`src/rtl/core/slcp_pkg.sv`:
```
// Shared types and constants for the sparse log-linear class probability unit.
// Holds the controller states, datapath command and status bundles, and the
// reciprocal table used by the exponential series. No dependencies.
package slcp_pkg;

  localparam int WEIGHT_COUNT_DEF = 4096;
  localparam int IDX_W            = 12;
  localparam int WGT_W            = 24;
  localparam int SUM_W            = 56;
  localparam int PROB_W           = 16;
  localparam int DVD_W            = 72;
  localparam int TERM_W           = 31;
  localparam int SER_W            = 32;
  localparam int ACC_W            = 88;
  localparam int RCP_W            = 36;

  localparam logic signed [WGT_W-1:0] CLAMP_HI = 24'sd1048575;
  localparam logic signed [WGT_W-1:0] CLAMP_LO = -24'sd1048576;
  localparam logic [TERM_W-1:0] ONE_Q30 = 31'h4000_0000;
  localparam logic [RCP_W-1:0] ONE35 = 36'h8_0000_0000;

  localparam logic [RCP_W-1:0] RECIP_TBL [16] = '{
    ONE35 / 36'd1,  ONE35 / 36'd2,  ONE35 / 36'd3,  ONE35 / 36'd4,
    ONE35 / 36'd5,  ONE35 / 36'd6,  ONE35 / 36'd7,  ONE35 / 36'd8,
    ONE35 / 36'd9,  ONE35 / 36'd10, ONE35 / 36'd11, ONE35 / 36'd12,
    ONE35 / 36'd13, ONE35 / 36'd14, ONE35 / 36'd15, ONE35 / 36'd16
  };

  typedef enum logic [3:0] {
    S_IDLE, S_ACC, S_CLAMP, S_SMUL, S_SRCP, S_SDIV, S_PCHK, S_PMLO,
    S_PMHI, S_FIN, S_EDIV, S_ADD, S_RLOAD, S_RDIV, S_OUT
  } state_t;

  typedef enum logic [3:0] {
    OP_NONE, OP_ACC, OP_CLAMP, OP_SMUL, OP_SRCP, OP_SSTEP, OP_PMLO,
    OP_PMHI, OP_FIN, OP_DIVSTEP, OP_ADD, OP_RLOAD, OP_OUT
  } dp_op_t;

  typedef struct packed {
    dp_op_t op;
    logic   accept_en;
  } cmd_t;

  typedef struct packed {
    logic closing;
    logic last_ex;
    logic series_last;
    logic series_second;
    logic n_zero;
    logic neg;
    logic div_last;
    logic out_free;
  } status_t;

endpackage

```
`src/rtl/core/slcp_ctrl.sv`:
```
// Controller state machine for the class probability unit.
// Sequences the datapath through accumulate, exponential, sum and divide steps.
// Depends on slcp_pkg.
module slcp_ctrl (
  input  logic             clk,
  input  logic             rst_n,
  input  logic             in_fire,
  input  logic             in_kind,
  input  slcp_pkg::status_t sts,
  output slcp_pkg::cmd_t    cmd
);

  slcp_pkg::state_t state_r, state_nxt;

  always_ff @(posedge clk) begin
    if (!rst_n) begin
      state_r <= slcp_pkg::S_IDLE;
    end else begin
      state_r <= state_nxt;
    end
  end

  always_comb begin
    state_nxt = state_r;
    unique case (state_r)
      slcp_pkg::S_IDLE:  if (in_fire && in_kind) state_nxt = slcp_pkg::S_ACC;
      slcp_pkg::S_ACC:   state_nxt = sts.closing ? slcp_pkg::S_CLAMP : slcp_pkg::S_IDLE;
      slcp_pkg::S_CLAMP: state_nxt = slcp_pkg::S_SMUL;
      slcp_pkg::S_SMUL:  state_nxt = slcp_pkg::S_SRCP;
      slcp_pkg::S_SRCP:  state_nxt = slcp_pkg::S_SDIV;
      slcp_pkg::S_SDIV: begin
        if (sts.series_last && sts.series_second) state_nxt = slcp_pkg::S_PCHK;
        else state_nxt = slcp_pkg::S_SMUL;
      end
      slcp_pkg::S_PCHK:  state_nxt = sts.n_zero ? slcp_pkg::S_FIN : slcp_pkg::S_PMLO;
      slcp_pkg::S_PMLO:  state_nxt = slcp_pkg::S_PMHI;
      slcp_pkg::S_PMHI:  state_nxt = slcp_pkg::S_PCHK;
      slcp_pkg::S_FIN:   state_nxt = sts.neg ? slcp_pkg::S_EDIV : slcp_pkg::S_ADD;
      slcp_pkg::S_EDIV:  if (sts.div_last) state_nxt = slcp_pkg::S_ADD;
      slcp_pkg::S_ADD:   state_nxt = sts.last_ex ? slcp_pkg::S_RLOAD : slcp_pkg::S_IDLE;
      slcp_pkg::S_RLOAD: state_nxt = slcp_pkg::S_RDIV;
      slcp_pkg::S_RDIV:  if (sts.div_last) state_nxt = slcp_pkg::S_OUT;
      slcp_pkg::S_OUT:   if (sts.out_free) state_nxt = slcp_pkg::S_IDLE;
      default:           state_nxt = slcp_pkg::S_IDLE;
    endcase
  end

  always_comb begin
    cmd.accept_en = 1'b0;
    cmd.op        = slcp_pkg::OP_NONE;
    unique case (state_r)
      slcp_pkg::S_IDLE:  cmd.accept_en = rst_n;
      slcp_pkg::S_ACC:   cmd.op = slcp_pkg::OP_ACC;
      slcp_pkg::S_CLAMP: cmd.op = slcp_pkg::OP_CLAMP;
      slcp_pkg::S_SMUL:  cmd.op = slcp_pkg::OP_SMUL;
      slcp_pkg::S_SRCP:  cmd.op = slcp_pkg::OP_SRCP;
      slcp_pkg::S_SDIV:  cmd.op = slcp_pkg::OP_SSTEP;
      slcp_pkg::S_PCHK:  cmd.op = slcp_pkg::OP_NONE;
      slcp_pkg::S_PMLO:  cmd.op = slcp_pkg::OP_PMLO;
      slcp_pkg::S_PMHI:  cmd.op = slcp_pkg::OP_PMHI;
      slcp_pkg::S_FIN:   cmd.op = slcp_pkg::OP_FIN;
      slcp_pkg::S_EDIV:  cmd.op = slcp_pkg::OP_DIVSTEP;
      slcp_pkg::S_ADD:   cmd.op = slcp_pkg::OP_ADD;
      slcp_pkg::S_RLOAD: cmd.op = slcp_pkg::OP_RLOAD;
      slcp_pkg::S_RDIV:  cmd.op = slcp_pkg::OP_DIVSTEP;
      slcp_pkg::S_OUT:   cmd.op = sts.out_free ? slcp_pkg::OP_OUT : slcp_pkg::OP_NONE;
      default:           cmd.op = slcp_pkg::OP_NONE;
    endcase
  end

endmodule

```
`config.mk`:
```
export PLATFORM = sky130hd
export DESIGN_NAME = slcp_ctrl
export DESIGN_NICKNAME = d
export VERILOG_FILES = /design/src/rtl/core/slcp_pkg.sv /design/src/rtl/core/slcp_ctrl.sv
export SDC_FILE = /design/constraint.sdc
export NUM_CORES = 1
export LEC_CHECK = 0
export BUFFER_PORTS_ARGS = -buffer_cell sky130_fd_sc_hd__buf_2
export CORE_AREA = 2 2 39 41
export DETAILED_ROUTE_END_ITERATION = 10
export DIE_AREA = 0 0 41 43
export PLACE_DENSITY_LB_ADDON = 0.1
export SLEW_MARGIN = 25
export SYNTH_ARGS = -nofsm -noshare
export SYNTH_HDL_FRONTEND = slang
export SYNTH_SLANG_ARGS = --single-unit
```
`constraint.sdc`:
```
create_clock -name clk -period 3.8 [get_ports clk]
set_input_delay 0.57 -clock clk [delete_from_list [all_inputs] [get_ports clk]]
set_output_delay 0.57 -clock clk [all_outputs]
set_load 0.02 [all_outputs]
```
==> summary.md, run 1 <==
| Metric | Value |
|---|---|
| Outcome | finished clean |
| Wirelength per Cell | between 10 and 15 µm |
| Worst Setup End Kind | output pin |
| Critical R2R Capture | state_r[2] |
| Post-layout minimum cycle time | roughly 2.2 ns |
| Worst Hold Launch | rst_n |
| Leakage power | 0.244 nW |
| Max reg flops | 4 |
| Reg2reg start | state_r[1] |
| RSZ-0062 raised after global routing | false |
| Post-CTS Repair Setup Buffers | 0 |
| Power Total | approximately 0.14 mW |
| Largest net degree at the start of global routing | 21 |
| Measured slew at the worst slew-check pin | between 0.6 and 0.7 ns |
| Mapped Area | 513 µm² |
| Power per cell area | 241 nW/µm² |
| Global-route wire length before repair | around 1900 µm |
| Final hold vios | 0 |
| GRT Total Usage | about 16% |
| Global Route met3 Usage | about 4.7% |
| Row count | 14 |
| Via/cell ratio | 5.41 |
| Pre-antenna DRT Iters | 3 |
| CP max FO | 14 |
| Clock Power Share | a little under two fifths |
| DRT iter0 DRCs | 11 |
| Initial antenna violation count | 0 |
| Post-route DRC | 0 |
| Cells after Synth | 76 |
| Crit path DAT | 1.67 ns |
| Hold-critical path depth | 2 |
| Maxcap violations | 0 |
| M1 GR Usage | 20.4% |
| Commonest cells post-synth | 13 x nand2_1, 8 x o21ai_0, 6 x nor2b_1 |
| Max-slew headroom | between 50 and 60% |
| Final Cell Area | about 600 µm² |
| Yosys reg bits | 4 |
| Post-synth EDFFs | 0 |
| Die Area | ~1800 µm² |
| VDD IR max | roughly 0.00012 V |
| Ys flop type | dfxtp_1 |
| Worst Path Required | 3.23 ns |
| Avg Synthesized Cell Area | 6.75 µm² |
| Setup-failing EPs final | 0 |
| Clk pin slew, worst setup/hold paths | around 0.04 ns |
| Syn Nets | roughly 90 |
| Die H | between 40 and 50 µm |
| CP startpoint kind | register |
| IO Pins | 17 |
| Num CTS Buffers | 3 |
| Slew Viols, Final | 0 |
| YS warnings | 0 |
| Cell Area, Placed | between 500 and 600 µm² |
| Share of the synthesized area in the top cell type | ~16% |
| Crit Path Class | register to output pin |
| Total number of vias | 568 |
| Maximum clock insertion buffer count | 2 |
| Area grow syn2layout | 16.8% |
| Initial Utilization | a little under two fifths |
| Hold Crit Class | primary input to register |
| Buffers on Ports | 16 |
| Layout cell share with drive strength beyond 1 | between 20% and 30% |
| Logic pwr share | a little over a quarter |
| CTS tree | done |
| GR peak layer | met2 |
| Reg with most FFs | state_r |
| WHS Endpoint | state_r[3] |
| Pint | 0.0970 mW |
| M2 GR Usage | 24.7% |
| Worst-skew pair later-pin latency | 0.24 ns |
| Placer congestion estimate | around 0.7 |
| Root buf cell | clkbuf_4 |
| Reg power frac | roughly a third |
| Fmax | between 400 and 500 MHz |
| WL final | between 1000 and 1500 µm |
| Vias in the first global route | between 400 and 500 |
| Top Registers | state_r (4) |
| Setup TNS | 0 ns |
| Hold_buf cts | 0 |
| Most frequent cell after synthesis | nand2_1 |
| Fin Hold WS | a little under 0.6 ns |
| Util after Layout | ~43% |
| Leading area contributor after synthesis | dfxtp_1 |
| Hpwl dp | just under 900 µm |
| Nets@finish | slightly above 100 |
| Seq/Total Area, Yosys | roughly 16% |
| Worst Reg-to-Reg Cells | 5 |
| Async set-or-reset flop fraction in the synthesized netlist | 0% |
| Setup slack, reg-to-reg | between 2 and 2.5 ns |
| Die width | 41 µm |
| Ant diodes | 0 |
| Post-synth cell types | 29 |
| Switching share of power | around 33% |
| Setup clock skew after layout | around 0.00047 ns |
| Main area contributors after synthesis | dfxtp_1 16%, nand2_1 9.5%, o21ai_0 7.8%, nor2b_1 7.3%, a21oi_1 4.9% |
| P_sw | between 0.04 and 0.05 mW |
| Final antenna-violating net count | 0 |
| Crit share post-route | around three fifths |
| GRT overflow | 0 |
| Clk sinks | 4 |
| Max H-tree Level | 1 |
| Post-CTS Resized | 0 |
| Core area | ~1400 µm² |
[area by class of cell]
| type | count | area, µm² |
|---|---|---|
| Fill cell | 157 | 785 |
| Multi-Input combinational cell | 61 | 378 |
| Sequential cell | 4 | 80.1 |
| Timing Repair Buffer | 16 | 80.1 |
| Clock buffer | 3 | 22.5 |
| Tap cell | 16 | 20.0 |
| Inverter | 5 | 18.8 |
[through the flow]
| step | instances | worst slack [ns] |
|---|---|---|
| global route | 105 | 1.44 |
| detailed placement | 102 | 1.83 |
| floorplan | 76 | 1.89 |
| global placement | 102 | 1.81 |
| CTS | 105 | 1.57 |
| finish | 105 | 1.56 |
[power groups by stage]
stage	Sequential [mW]	Clock, mW	Combinational (mW)
6_report	0.0511	0.0539	0.0397
5_1_grt	0.0513	0.0592	0.0449
4_1_cts	0.0509	0.0550	0.0400
3_5_place_dp	0.0516	0	0.0399
3_3_place_gp	0.0515	0	0.0400
2_1_floorplan	0.0458	0	0.0326
[worst max path at each step]
stage / from / endpoint / slack, ns / cells after the start
floorplan: state_r[1] / cmd[4] / 1.89 / 4
global placement: state_r[0] / cmd[2] / 1.81 / 4
detailed placement: state_r[2] / cmd[2] / 1.83 / 5
CTS: state_r[2] / cmd[2] / 1.57 / 5
global route: state_r[0] / cmd[2] / 1.44 / 4
finish: state_r[0] / cmd[2] / 1.56 / 4
[layer usage]
layer,vias to the layer above,routed length (µm)
met2,13,563
met4,0,12
li1,299,-
met1,253,597
met3,3,52
met5,-,0
[kinds of logic after synthesis]
family                 synth area share [%]
multiplexers                           3.90
flip-flops                             15.6
AND/OR/NAND/NOR                        32.0
buffers and inverters                  10.7
AO/OA/AOI/OAI                          37.8
[worst max-delay path: stages (launching register included)]
cell and delay (ns):
dfxtp_1 0.62, nor2b_1 0.38, o21ai_0 0.14, o21ai_0 0.10, buf_2 0.18
[placed cells by master (no fill, tap or decap)]
cell / n
a2bb2oi_2: 1
o2bb2ai_1: 1
o221ai_1: 1
a221oi_1: 1
o22ai_1: 2
mux2i_1: 2
o21ai_0: 8
nand2_1: 13
a21boi_1: 1
nor4_1: 1
nor2_1: 5
clkbuf_4: 3
buf_2: 16
a22oi_1: 1
a31oi_1: 1
and2_1: 2
o211ai_1: 1
nor2b_1: 6
nor3_1: 1
a311oi_1: 2
a21oi_1: 5
and4bb_4: 1
dfxtp_1: 4
inv_1: 4
a31oi_4: 1
or3_1: 1
nand2b_1: 2
inv_2: 1
a21o_1: 1
Power figures use the tool's default switching activity.
==> inputs of run 2 (changes only) <==
Clock period 3.8 ns to 1.9 ns, I/O delays scaled along.
==> run 2 against run 1 <==
Total power increased by 100%. Sequential share of layout area about the same. Non-clock buffer count increased by 2. Via count decreased by 0.35%. Largest cell class unchanged. Largest power group unchanged. Register-to-register slack got worse by 1.8 ns. Worst hold slack got worse by 0.29 ns. Highest routed layer is now met3.
==> summary.md, run 2 (synthesized netlist as in run 1, its figures left out) <==
| Metric | Value |
|---|---|
| Area grow syn2layout | 22.2% |
| Sequential cell area | about 84 µm² |
| VDD IR max | 0.000154 V |
| Worst Hold Launch | rst_n |
| Post-route DRC | 0 |
| Power Total | approximately 0.29 mW |
| Pre-antenna DRT Iters | 4 |
| GR peak layer | met2 |
| Setup TNS | 0 ns |
| WHS Endpoint | state_r[3] |
| Outcome | finished clean |
| Core area | approximately 1400 µm² |
| Commonest non-fill, non-tap cell in the layout | buf_2 |
| Crit share post-route | between 90 and 100% |
| RSZ-0062 raised after global routing | false |
| Row count | 14 |
| Post-layout minimum cycle time | 1.73 ns |
| Die Area | 1760 µm² |
| GRT Total Usage | between 10% and 20% |
| Hold Crit Class | primary input to register |
| Wirelength per Cell | about 12 µm |
| Initial Utilization | approximately 37% |
| Crit path DAT | 1.44 ns |
| Clk pin slew, worst setup/hold paths | ~0.04 ns |
| Top Registers | state_r (4) |
| Via/cell ratio | 5.29 |
| Maxcap violations | 0 |
| GRT overflow | 0 |
| Worst Reg-to-Reg Cells | 5 |
| Vias in the first global route | 495 |
| Global Route met3 Usage | ~1.6% |
| Largest net degree at the start of global routing | 17 |
| Fmax | just under 600 MHz |
| Final antenna-violating net count | 0 |
| Final WS setup | approximately 0.17 ns |
| Max H-tree Level | 1 |
| CP max FO | 14 |
| Die H | approximately 43 µm |
| Num CTS Buffers | 3 |
| Clk sinks | 4 |
| Most frequent cells in the layout | 16 x buf_2, 13 x nand2_1, 8 x o21ai_0 |
| Filler cell count | between 150 and 200 |
| CP startpoint kind | register |
| M1 GR Usage | about 23% |
| Setup slack, reg-to-reg | 0.33 ns |
| Reg2reg start | state_r[1] |
| Critical R2R Capture | state_r[2] |
| Nets@finish | between 100 and 150 |
| Root buf cell | clkbuf_4 |
| Footprint of the multi-input gates | 387 µm² |
| Placer congestion estimate | 0.705 |
| Power per cell area | approximately 470 nW/µm² |
| Slew Viols, Final | 0 |
| Setup slack at placement | approximately 0.29 ns |
| Worst Path Required | between 1.5 and 2 ns |
| Total number of vias | ~570 |
| Setup clock skew after layout | between 0.005 and 0.006 ns |
| Maximum clock insertion buffer count | 2 |
| DRT iter0 DRCs | 11 |
| Measured slew at the worst slew-check pin | just over 0.5 ns |
| Setup-failing EPs final | 0 |
| Cell Area, Placed | roughly 590 µm² |
| Leakage power | approximately 0.26 nW |
| Ant diodes | 0 |
| Reg with most FFs | state_r |
| M2 GR Usage | between 20% and 30% |
| Worst-skew pair later-pin latency | between 0.2 and 0.25 ns |
| IO Pins | 17 |
| CTS tree | done |
| Buffers on Ports | 16 |
| Die width | 41 µm |
| Crit Path Class | register to output pin |
| Worst Setup End Kind | output pin |
| Hold-critical path depth | 2 |
| Max-slew headroom | 66.3% |
| WL final | around 1300 µm |
| Final hold vios | 0 |
| Initial antenna violation count | 0 |
| Layout cell share with drive strength beyond 1 | between 30% and 40% |
| Global-route wire length before repair | 2080 µm |
| Max reg flops | 4 |
| Hpwl dp | between 900 and 1000 µm |
| Final Cell Area | 627 µm² |
==> run 2: area by class of cell <==
class / count / area share (%)
repair buffers: 18 / 15.2
multi-input cells: 61 / 61.7
flip-flops and latches: 4 / 13.4
inverters: 5 / 2.99
well taps: 16 / 3.19
clock buffers: 3 / 3.59
==> run 2: critical path, cell delays in order, from the launching register on <==
cell and delay [ns]:
dfxtp_1 0.63, buf_4 0.24, nand2b_1 0.12, o21ai_0 0.07, buf_2 0.16
==> run 2: routing by layer <==
| metal | share of wire [%] | up-vias |
|---|---|---|
| li1 | - | 302 |
| met1 | 50 | 254 |
| met2 | 47 | 10 |
| met3 | 2.4 | 0 |
| met4 | 0 | 0 |
| met5 | 0 | - |
==> run 2: through the flow <==
stage	hold WS (ns)	util, %	cells
finish	0.302	45.3	107
global placement	0.542	42.8	104
global route	0.311	45.3	107
CTS	0.303	44.4	107
detailed placement	0.550	42.8	104
floorplan	0.407	-	76
==> run 2: power breakdown <==
| group | internal (mW) | leakage (nW) | switching (mW) |
|---|---|---|---|
| logic | 0.0382 | 0.211 | 0.0477 |
| clock network | 0.0707 | 0.0138 | 0.0356 |
| registers | 0.0883 | 0.0338 | 0.0123 |
| total | 0.197 | 0.258 | 0.0956 |
==> run 2: worst max path at each step <==
stage	from	endpoint	slack [ns]	cells after the start
global placement	state_r[1]	state_r[2]	0.30	6
finish	state_r[1]	cmd[2]	0.17	4
detailed placement	state_r[0]	cmd[2]	0.29	4
global route	state_r[1]	cmd[3]	0.04	5
floorplan	state_r[1]	cmd[4]	0.28	4
CTS	state_r[0]	cmd[2]	0.02	4
==> run 2: repair_timing <==
| item | in CTS | in global routing |
|---|---|---|
| hold buffers | 0 | 0 |
| resized for setup | 0 | 5 |
| hold endpoints to repair | 0 | 0 |
| endpoints found under the setup margin | 0 | 5 |
| buffers inserted | 0 | 0 |
